`config.mk`:
```
export PLATFORM = sky130hd
export DESIGN_NAME = multi_timer_deadline_scheduler
export DESIGN_NICKNAME = d
export VERILOG_FILES = /design/src/mtds_pkg.sv /design/src/multi_timer_deadline_scheduler.sv /design/src/mtds_cmd_fifo.sv /design/src/mtds_engine.sv /design/src/mtds_reply_fifo.sv
export VERILOG_INCLUDE_DIRS = /design/src /design/src/src
export SDC_FILE = /design/constraint.sdc
export NUM_CORES = 2
export LEC_CHECK = 0
export ABC_AREA = 1
export BUFFER_PORTS_ARGS = -buffer_cell sky130_fd_sc_hd__buf_2
export CELL_PAD_IN_SITES_DETAIL_PLACEMENT = 0
export CELL_PAD_IN_SITES_GLOBAL_PLACEMENT = 1
export CORE_MARGIN = 5
export CORE_UTILIZATION = 35
export CTS_BUF_LIST = sky130_fd_sc_hd__clkbuf_4
export DETAILED_ROUTE_END_ITERATION = 6
export PLACE_DENSITY_LB_ADDON = 0.1
export SETUP_SLACK_MARGIN = 0.2
export SLEW_MARGIN = 30
export SYNTH_ARGS = -nofsm -noshare
export SYNTH_HDL_FRONTEND = slang
export SYNTH_SLANG_ARGS = --single-unit
export TNS_END_PERCENT = 1
```
`constraint.sdc`:
```
create_clock -name clk -period 12.4 [get_ports clk]
set_input_delay 1.86 -clock clk [delete_from_list [all_inputs] [get_ports clk]]
set_output_delay 1.86 -clock clk [all_outputs]
set_load 0.1 [all_outputs]
```
`src/multi_timer_deadline_scheduler_assert.svh`:
```
// Assertion macros used by the scheduler engine.
`ifndef MULTI_TIMER_DEADLINE_SCHEDULER_ASSERT_SVH
`define MULTI_TIMER_DEADLINE_SCHEDULER_ASSERT_SVH

// Checks that a condition implies a property on the same edge.
`define MTDS_ASSERT_IMPL(label, clk, rst_n, cond, prop) \
    label: assert property (@(posedge clk) disable iff (!rst_n) (cond) |-> (prop)) \
        else $error("assertion failed");

// Checks that a condition implies a property on the next edge.
`define MTDS_ASSERT_NEXT(label, clk, rst_n, cond, prop) \
    label: assert property (@(posedge clk) disable iff (!rst_n) (cond) |=> (prop)) \
        else $error("assertion failed");

`endif

```
`src/mtds_pkg.sv`:
```
`default_nettype none
package mtds_pkg;

    localparam logic [1:0] KIND_ADD        = 2'd0;
    localparam logic [1:0] KIND_CANCEL     = 2'd1;
    localparam logic [1:0] KIND_CANCEL_ALL = 2'd2;
    localparam logic [1:0] KIND_TICK       = 2'd3;

    localparam logic [2:0] REPLY_ADDED     = 3'd0;
    localparam logic [2:0] REPLY_CANCEL    = 3'd1;
    localparam logic [2:0] REPLY_ALL       = 3'd2;
    localparam logic [2:0] REPLY_EXPIRED   = 3'd3;
    localparam logic [2:0] REPLY_IDLE      = 3'd4;

    localparam int MAX_REPLIES = 16;

    typedef struct packed {
        logic [1:0]  kind;
        logic [31:0] duration;
        logic [15:0] cancel_id;
    } cmd_t;

    typedef struct packed {
        logic [2:0]  reply_kind;
        logic [15:0] reply_id;
        logic        ok;
        logic [4:0]  active_count;
        logic        last;
    } reply_t;

endpackage
`default_nettype wire

```
`src/multi_timer_deadline_scheduler.sv`:
```
// Bank of one-shot timers with earliest-deadline expiry. Commands enter a
// two-beat queue; an engine walks the timer slots one per cycle, except
// where it waits on the reply queue, and takes a new command only once its
// previous reply beat has moved on. An add scans for a free slot and then
// rescans the slots for each fresh id that collides; a cancel scans until
// the id is found, and a tick rescans once per expired timer. A full reply
// queue stalls the engine. Replies leave through a two-beat queue.
`default_nettype none
module multi_timer_deadline_scheduler
    import mtds_pkg::*;
#(
    parameter int TIMER_SLOTS = 16
)
(
    input  wire logic   clk,
    input  wire logic   rst_n,
    input  wire logic   push,
    input  wire cmd_t   cmd,
    output logic        full,
    input  wire logic   pop,
    output reply_t      reply,
    output logic        empty
);

    logic   cq_empty;
    logic   cq_pop;
    cmd_t   cq_data;
    logic   rsp_valid;
    reply_t rsp;
    logic   rq_full;

    mtds_cmd_fifo u_cmd_fifo (
        .clk(clk), .rst_n(rst_n), .push(push), .push_data(cmd), .full(full),
        .pop(cq_pop), .pop_data(cq_data), .empty(cq_empty)
    );

    mtds_engine #(.TIMER_SLOTS(TIMER_SLOTS)) u_engine (
        .clk(clk), .rst_n(rst_n), .cmd_empty(cq_empty), .cmd(cq_data),
        .cmd_pop(cq_pop), .rsp_valid(rsp_valid), .rsp(rsp), .rsp_full(rq_full)
    );

    mtds_reply_fifo u_reply_fifo (
        .clk(clk), .rst_n(rst_n), .push(rsp_valid), .push_data(rsp),
        .full(rq_full), .pop(pop), .pop_data(reply), .empty(empty)
    );

endmodule
`default_nettype wire

```
`src/mtds_cmd_fifo.sv`:
```
`default_nettype none
module mtds_cmd_fifo
    import mtds_pkg::*;
(
    input  wire logic clk,
    input  wire logic rst_n,
    input  wire logic push,
    input  wire cmd_t push_data,
    output logic      full,
    input  wire logic pop,
    output cmd_t      pop_data,
    output logic      empty
);

    cmd_t       mem_reg [2];
    logic       wr_ptr_reg;
    logic       rd_ptr_reg;
    logic [1:0] count_reg;

    logic do_push;
    logic do_pop;

    assign full     = (count_reg == 2'd2);
    assign empty    = (count_reg == 2'd0);
    assign pop_data = mem_reg[rd_ptr_reg];
    assign do_push  = push && !full;
    assign do_pop   = pop && !empty;

    always_ff @(posedge clk)
    begin
        if (do_push)
        begin
            mem_reg[wr_ptr_reg] <= push_data;
        end
    end

    always_ff @(posedge clk or negedge rst_n)
    begin
        if (!rst_n)
        begin
            wr_ptr_reg <= 1'b0;
            rd_ptr_reg <= 1'b0;
            count_reg  <= 2'd0;
        end
        else
        begin
            if (do_push)
            begin
                wr_ptr_reg <= !wr_ptr_reg;
            end
            if (do_pop)
            begin
                rd_ptr_reg <= !rd_ptr_reg;
            end
            count_reg <= count_reg + {1'b0, do_push} - {1'b0, do_pop};
        end
    end

endmodule
`default_nettype wire

```
`src/mtds_engine.sv`:
```
`default_nettype none
module mtds_engine
    import mtds_pkg::*;
#(
    parameter int TIMER_SLOTS = 16
)
(
    input  wire logic   clk,
    input  wire logic   rst_n,
    input  wire logic   cmd_empty,
    input  wire cmd_t   cmd,
    output logic        cmd_pop,
    output logic        rsp_valid,
    output reply_t      rsp,
    input  wire logic   rsp_full
);

`include "multi_timer_deadline_scheduler_assert.svh"

    localparam int SW = (TIMER_SLOTS > 1) ? $clog2(TIMER_SLOTS) : 1;
    localparam int CW = $clog2(TIMER_SLOTS + 1);
    localparam logic [SW-1:0] LAST_SLOT = SW'(TIMER_SLOTS - 1);

    typedef enum logic [2:0] {
        S_IDLE, S_ADD_SCAN, S_ADD_IDCHK, S_CAN_SCAN, S_TICK_SCAN, S_REPLY
    } state_t;

    state_t            state_reg;
    logic [47:0]       now_reg;
    logic [15:0]       id_counter_reg;
    logic [TIMER_SLOTS-1:0] valid_reg;
    logic [15:0]       ident_reg [TIMER_SLOTS];
    logic [47:0]       dl_reg [TIMER_SLOTS];
    logic [CW-1:0]     active_reg;
    cmd_t              cmd_reg;
    logic [SW-1:0]     idx_reg;
    logic              found_reg;
    logic              more_reg;
    logic [SW-1:0]     free_reg;
    logic [15:0]       cand_reg;
    logic              clash_reg;
    logic [47:0]       best_age_reg;
    logic [15:0]       best_id_reg;
    logic [SW-1:0]     best_reg;
    logic [4:0]        emitted_reg;
    logic              rsp_valid_reg;
    reply_t            rsp_reg;

    logic [47:0] age;
    logic        reached;
    logic        better;
    logic        tick_last;
    logic        rsp_load;
    logic [15:0] cand_next;

    assign age = now_reg - dl_reg[idx_reg];
    assign reached = valid_reg[idx_reg] && !age[47];
    assign better = reached &&
        (!found_reg || age > best_age_reg ||
         (age == best_age_reg && ident_reg[idx_reg] < best_id_reg));
    assign tick_last = (emitted_reg == 5'(MAX_REPLIES - 1)) ||
                       !(more_reg || (reached && found_reg));
    assign rsp_load = (!rsp_valid_reg || !rsp_full) &&
        ((state_reg == S_REPLY) ||
         (state_reg == S_TICK_SCAN && idx_reg == LAST_SLOT && (better || found_reg)));
    assign cand_next = (cand_reg == 16'hFFFF) ? 16'd1 : cand_reg + 16'd1;
    assign cmd_pop   = (state_reg == S_IDLE) && !cmd_empty && !rsp_valid_reg;
    assign rsp_valid = rsp_valid_reg;
    assign rsp       = rsp_reg;

    always_ff @(posedge clk)
    begin
        if (state_reg == S_ADD_IDCHK && idx_reg == LAST_SLOT && !clash_reg &&
            !(valid_reg[idx_reg] && ident_reg[idx_reg] == cand_reg))
        begin
            ident_reg[free_reg] <= cand_reg;
            dl_reg[free_reg]    <= now_reg + {16'd0, cmd_reg.duration};
        end
    end

    always_ff @(posedge clk or negedge rst_n)
    begin
        if (!rst_n)
        begin
            rsp_valid_reg <= 1'b0;
        end
        else if (rsp_load)
        begin
            rsp_valid_reg <= 1'b1;
        end
        else if (rsp_valid_reg && !rsp_full)
        begin
            rsp_valid_reg <= 1'b0;
        end
    end

    always_ff @(posedge clk or negedge rst_n)
    begin
        if (!rst_n)
        begin
            state_reg      <= S_IDLE;
            now_reg        <= '0;
            id_counter_reg <= '0;
            valid_reg      <= '0;
            active_reg     <= '0;
            idx_reg        <= '0;
            found_reg      <= 1'b0;
            more_reg       <= 1'b0;
            emitted_reg    <= '0;
            clash_reg      <= 1'b0;
        end
        else
        begin
            unique case (state_reg)
                S_IDLE:
                begin
                    if (!cmd_empty && !rsp_valid_reg)
                    begin
                        cmd_reg   <= cmd;
                        idx_reg   <= '0;
                        found_reg <= 1'b0;
                        more_reg  <= 1'b0;
                        unique case (cmd.kind)
                            KIND_ADD:    state_reg <= S_ADD_SCAN;
                            KIND_CANCEL: state_reg <= S_CAN_SCAN;
                            KIND_CANCEL_ALL:
                            begin
                                valid_reg  <= '0;
                                active_reg <= '0;
                                rsp_reg    <= '{REPLY_ALL, 16'd0, 1'b1, 5'd0, 1'b1};
                                state_reg  <= S_REPLY;
                            end
                            default:
                            begin
                                now_reg     <= now_reg + 48'd1;
                                emitted_reg <= '0;
                                state_reg   <= S_TICK_SCAN;
                            end
                        endcase
                    end
                end
                S_ADD_SCAN:
                begin
                    if (!valid_reg[idx_reg] && !found_reg)
                    begin
                        found_reg <= 1'b1;
                        free_reg  <= idx_reg;
                    end
                    if (idx_reg == LAST_SLOT)
                    begin
                        idx_reg <= '0;
                        if (found_reg || !valid_reg[idx_reg])
                        begin
                            cand_reg  <= (id_counter_reg == 16'hFFFF) ? 16'd1
                                         : id_counter_reg + 16'd1;
                            clash_reg <= 1'b0;
                            state_reg <= S_ADD_IDCHK;
                        end
                        else
                        begin
                            rsp_reg   <= '{REPLY_ADDED, 16'd0, 1'b0, 5'(active_reg), 1'b1};
                            state_reg <= S_REPLY;
                        end
                    end
                    else
                    begin
                        idx_reg <= idx_reg + SW'(1);
                    end
                end
                S_ADD_IDCHK:
                begin
                    if (idx_reg == LAST_SLOT)
                    begin
                        idx_reg <= '0;
                        if (clash_reg || (valid_reg[idx_reg] &&
                            ident_reg[idx_reg] == cand_reg))
                        begin
                            cand_reg  <= cand_next;
                            clash_reg <= 1'b0;
                        end
                        else
                        begin
                            id_counter_reg      <= cand_reg;
                            valid_reg[free_reg] <= 1'b1;
                            active_reg          <= active_reg + CW'(1);
                            rsp_reg <= '{REPLY_ADDED, cand_reg, 1'b1,
                                         5'(active_reg + CW'(1)), 1'b1};
                            state_reg <= S_REPLY;
                        end
                    end
                    else
                    begin
                        if (valid_reg[idx_reg] && ident_reg[idx_reg] == cand_reg)
                        begin
                            clash_reg <= 1'b1;
                        end
                        idx_reg <= idx_reg + SW'(1);
                    end
                end
                S_CAN_SCAN:
                begin
                    if (valid_reg[idx_reg] && ident_reg[idx_reg] == cmd_reg.cancel_id &&
                        cmd_reg.cancel_id != 16'd0)
                    begin
                        valid_reg[idx_reg] <= 1'b0;
                        active_reg <= active_reg - CW'(1);
                        rsp_reg <= '{REPLY_CANCEL, cmd_reg.cancel_id, 1'b1,
                                     5'(active_reg - CW'(1)), 1'b1};
                        state_reg <= S_REPLY;
                    end
                    else if (idx_reg == LAST_SLOT)
                    begin
                        rsp_reg <= '{REPLY_CANCEL, cmd_reg.cancel_id, 1'b0,
                                     5'(active_reg), 1'b1};
                        state_reg <= S_REPLY;
                    end
                    else
                    begin
                        idx_reg <= idx_reg + SW'(1);
                    end
                end
                S_TICK_SCAN:
                begin
                    if (!rsp_valid_reg || !rsp_full)
                    begin
                        if (idx_reg == LAST_SLOT)
                        begin
                            idx_reg   <= '0;
                            found_reg <= 1'b0;
                            more_reg  <= 1'b0;
                            if (better || found_reg)
                            begin
                                valid_reg[better ? idx_reg : best_reg] <= 1'b0;
                                active_reg    <= active_reg - CW'(1);
                                emitted_reg   <= emitted_reg + 5'd1;
                                rsp_reg <= '{REPLY_EXPIRED,
                                    better ? ident_reg[idx_reg] : best_id_reg, 1'b1,
                                    5'(active_reg - CW'(1)), tick_last};
                                if (tick_last)
                                begin
                                    state_reg <= S_IDLE;
                                end
                            end
                            else
                            begin
                                rsp_reg   <= '{REPLY_IDLE, 16'd0, 1'b0,
                                               5'(active_reg), 1'b1};
                                state_reg <= S_REPLY;
                            end
                        end
                        else
                        begin
                            if (better)
                            begin
                                found_reg    <= 1'b1;
                                best_age_reg <= age;
                                best_id_reg  <= ident_reg[idx_reg];
                                best_reg     <= idx_reg;
                            end
                            if (reached && found_reg)
                            begin
                                more_reg <= 1'b1;
                            end
                            idx_reg <= idx_reg + SW'(1);
                        end
                    end
                end
                S_REPLY:
                begin
                    if (!rsp_valid_reg || !rsp_full)
                    begin
                        state_reg <= S_IDLE;
                    end
                end
                default: state_reg <= S_IDLE;
            endcase
        end
    end

    `MTDS_ASSERT_IMPL(a_active_range, clk, rst_n, 1'b1, active_reg <= CW'(TIMER_SLOTS))
    `MTDS_ASSERT_NEXT(a_rsp_hold, clk, rst_n, rsp_valid_reg && rsp_full,
                      rsp_valid_reg && $stable(rsp_reg))
    `MTDS_ASSERT_IMPL(a_pop_idle, clk, rst_n, cmd_pop, state_reg == S_IDLE)

endmodule
`default_nettype wire

```
`src/mtds_reply_fifo.sv`:
```
`default_nettype none
module mtds_reply_fifo
    import mtds_pkg::*;
(
    input  wire logic   clk,
    input  wire logic   rst_n,
    input  wire logic   push,
    input  wire reply_t push_data,
    output logic        full,
    input  wire logic   pop,
    output reply_t      pop_data,
    output logic        empty
);

    reply_t     mem_reg [2];
    logic       wr_ptr_reg;
    logic       rd_ptr_reg;
    logic [1:0] count_reg;

    logic do_push;
    logic do_pop;

    assign full     = (count_reg == 2'd2);
    assign empty    = (count_reg == 2'd0);
    assign pop_data = mem_reg[rd_ptr_reg];
    assign do_push  = push && !full;
    assign do_pop   = pop && !empty;

    always_ff @(posedge clk)
    begin
        if (do_push)
        begin
            mem_reg[wr_ptr_reg] <= push_data;
        end
    end

    always_ff @(posedge clk or negedge rst_n)
    begin
        if (!rst_n)
        begin
            wr_ptr_reg <= 1'b0;
            rd_ptr_reg <= 1'b0;
            count_reg  <= 2'd0;
        end
        else
        begin
            if (do_push)
            begin
                wr_ptr_reg <= !wr_ptr_reg;
            end
            if (do_pop)
            begin
                rd_ptr_reg <= !rd_ptr_reg;
            end
            count_reg <= count_reg + {1'b0, do_push} - {1'b0, do_pop};
        end
    end

endmodule
`default_nettype wire
```
==> reports/results.txt <==
Switching share of power: 37.2%
Synth Flop Type: edfxtp_1
DRT Pass-1 Iters: 5
Sink Count: 1447
Core box area: 0.181 mm2
Period utilisation layout: 77.7%
Initial antenna violation count: 3
Root Buffer: clkbuf_4
Reg power frac: 40.0%
P per Cell Area: 211 mW/mm2
Sequential fraction of the synthesis area: 67.3%
PortBufs: 81
Number of synthesized flops with an enable pin: 1338
Final Util: 40.1%
# IOs: 82
Worst setup EP type: flop
Max-cap violations: 0
Syn. warnings: 0
P_sw: 0.00569 W
Synth Register Bits: 1447
RSZ-0062 raised after global routing: false
Residual DRC: 0
Setup TNS: 0 ps
Initial Utilization: 35.2%
GR peak layer: met2
CP arrival: 10520 ps
Clock Latency Late Sink: 1330 ps
Hold Crit Class: in -> async
Htree depth: 5
GR Util met3: 3.41%
DPL Wire Length: 113 mm
Fmax: 104 MHz
Share of layout cells above drive strength 1: 16.6%
Pleak: 26.7 nW
Asr flop ratio synth: 7.53%
Final setup fails: 0
Vias per cell: 5.11
Die Y-Extent: 437 um
Met1 usage: 27.0%
Clock buffer depth: 4
Synth cell types: 63
Post-Route WL: 195 mm
Adder-cell share of the synthesized area: 3.14%
Global-route wire length before repair: 289 mm
Max reg flops: 768
Clk_skew: 132 ps
Post-route ant nets: 0
Vias in the first global route: 43.8k
Syn Nets: 5618
Xor/xnor cell area share of the yosys netlist: 2.36%
Met2 Resource Use GR: 33.7%
WS Path Type: reg -> reg
GPL Wtd Cong: 0.819
Final Net Count: 5969
Vias: 43.2k
Grt total ovfl: 0
Worst path slowest cell: dfrtp_4
CTS tree: built
Internal cell power: 0.00959 W
Main combinational cell family by area after synthesis: compound AO/OA/AOI/OAI gates
Largest net degree at the start of global routing: 158
Finished Layout Cells: 8442
Critical path data required time: 13290 ps
Post-CTS Setup Repair Bufs: 0
Relative slew slack: 31.1%
Clock share of power: 28.6%
Dpl cells: 7709
Worst-path fanout max: 124
DR WL/cell: 23.1 um
Post-cts sizing count: 0
Max-slew violations: 0
CTS buffer count: 414
Die span in x: 437 um
Multiplexer share of the synthesized area: 0.848%
Drt first-iter violations: 2828
Crit path launch type: flop
Worst Tran Pin Value: 1030 ps
Syn_area_per_cell: 11.8 um2
Endpoints failing hold: 0
Worst vdd ir: 0.147 mV
Logic pwr share: 31.4%
Commonest non-fill, non-tap cell in the layout: edfxtp_1
Commonest cells after routing, fill and taps aside: edfxtp_1 (1338), nor2_1 (715), nand2_1 (659)
Synth Area in Simple Gates: 10.7%
Crit-path max cell delay: 800 ps
Status: finished, final reports clean
Compound-cell area share of the yosys netlist: 11.7%
Area growth syn-to-layout: 13.7%
# rows: 156
Minimum clock period: 9630 ps
Die area: 0.191 mm2
Synthesized area: 0.0638 mm2
Synth Instances: 5405
Global Route Usage Sum: 20.1%
Cts hold-fix bufs: 0
Reg clk slew, reported paths: 60 ps
## Yosys cell counts, drive strengths merged, types with 2 or more instances
cell	instances	area [um2]
a211oi	5	37.5
a21boi	5	37.5
a21o	4	30.0
a21oi	182	911
a221oi	47	412
a22o	47	412
a22oi	7	52.6
a31oi	24	150
and3	2	12.5
buf	58	403
clkbuf	180	676
clkinv	2	7.51
dfrtp	109	2730
edfxtp	1338	40200
fa	2	40.0
ha	157	1960
inv	380	1430
mux2	48	541
nand2	668	2540
nand3	97	495
nand4	42	284
nor2	759	2960
nor3	54	287
nor3b	4	35.0
nor4	25	163
o2111ai	4	35.0
o211ai	14	105
o21a	17	128
o21ai	678	3400
o21bai	15	113
o221ai	14	123
o22ai	230	1440
o31ai	7	52.6
or2	2	12.5
xnor2	54	480
xor2	117	1020
## critical path: cells and delay by family (launching register included)
kind | cells | cell delay (ps)
AO/OA/AOI/OAI | 12 | 2950
AND/OR/NAND/NOR | 14 | 2700
buffers and inverters | 4 | 1530
flip-flops | 1 | 800
adder cells (fa/ha/maj) | 2 | 730
## power by group through the flow
stage	clock network (W)	registers [W]	logic [W]
floorplan	0	0.00610	0.00338
global placement	0	0.00621	0.00483
detailed placement	0	0.00621	0.00487
CTS	0.00455	0.00611	0.00488
global route	0.00482	0.00613	0.00535
finish	0.00437	0.00611	0.00480
## area by class of cell
class                      count  area [um2]
antenna                        6        15.0
clock buffer                 642        4820
clock inverter                84         357
fill                       17600      108000
inverter                     382        1450
multi-input combinational   3338       18800
sequential                  1447       42900
tap                         2370        2970
timing repair buffer         173        1190
## final timing paths
path	startpoint	to	slack [ps]	cells after the start
setup / recovery	u_engine.idx_reg[0]$_DFFE_PN0P_	u_engine.best_age_reg[44]$_DFFE_PP_	2770	32
hold / removal	rst_n	u_engine.id_counter_reg[0]$_DFFE_PN0P_	370	1
setup reg to reg	u_engine.idx_reg[0]$_DFFE_PN0P_	u_engine.best_age_reg[44]$_DFFE_PP_	2770	32
hold reg to reg	u_engine.rsp[22]$_DFFE_PP_	u_reply_fifo.mem_reg[0][22]$_DFFE_PP_	420	0
max in group asynchronous	rst_n	u_engine.now_reg[45]$_DFFE_PN0P_	10330	3
min in group clk	u_engine.rsp[22]$_DFFE_PP_	u_reply_fifo.mem_reg[0][22]$_DFFE_PP_	420	0
## stage by stage
step	setup WS, ps	instance area (um2)	total power, W	hold WS (ps)
after floorplan	989	63800	0.00948	421
after global placement	3070	67000	0.0110	425
after detailed placement	2950	67300	0.0111	430
after CTS	2860	72400	0.0155	162
after global routing	2090	72500	0.0163	221
final	2770	72500	0.0153	367
## routing by layer
layer  vias up  routed length (um)
li1      20500                   -
met1     21400               89200
met2       991               93800
met3       347                7600
met4         0                4480
met5         -                   0
## logic make-up (layout without fill, tap and decap cells)
kind of cell    count (synthesis)  after routing
compound gates               1305           1305
xor+xnor                      171            171
fa+ha+maj                     159            159
buf+inv                       620           1281
flops                        1447           1447
mux                            48             48
other cells                     0              6
simple gates                 1655           1655
No activity file was read; power rests on OpenSTA's default activity.
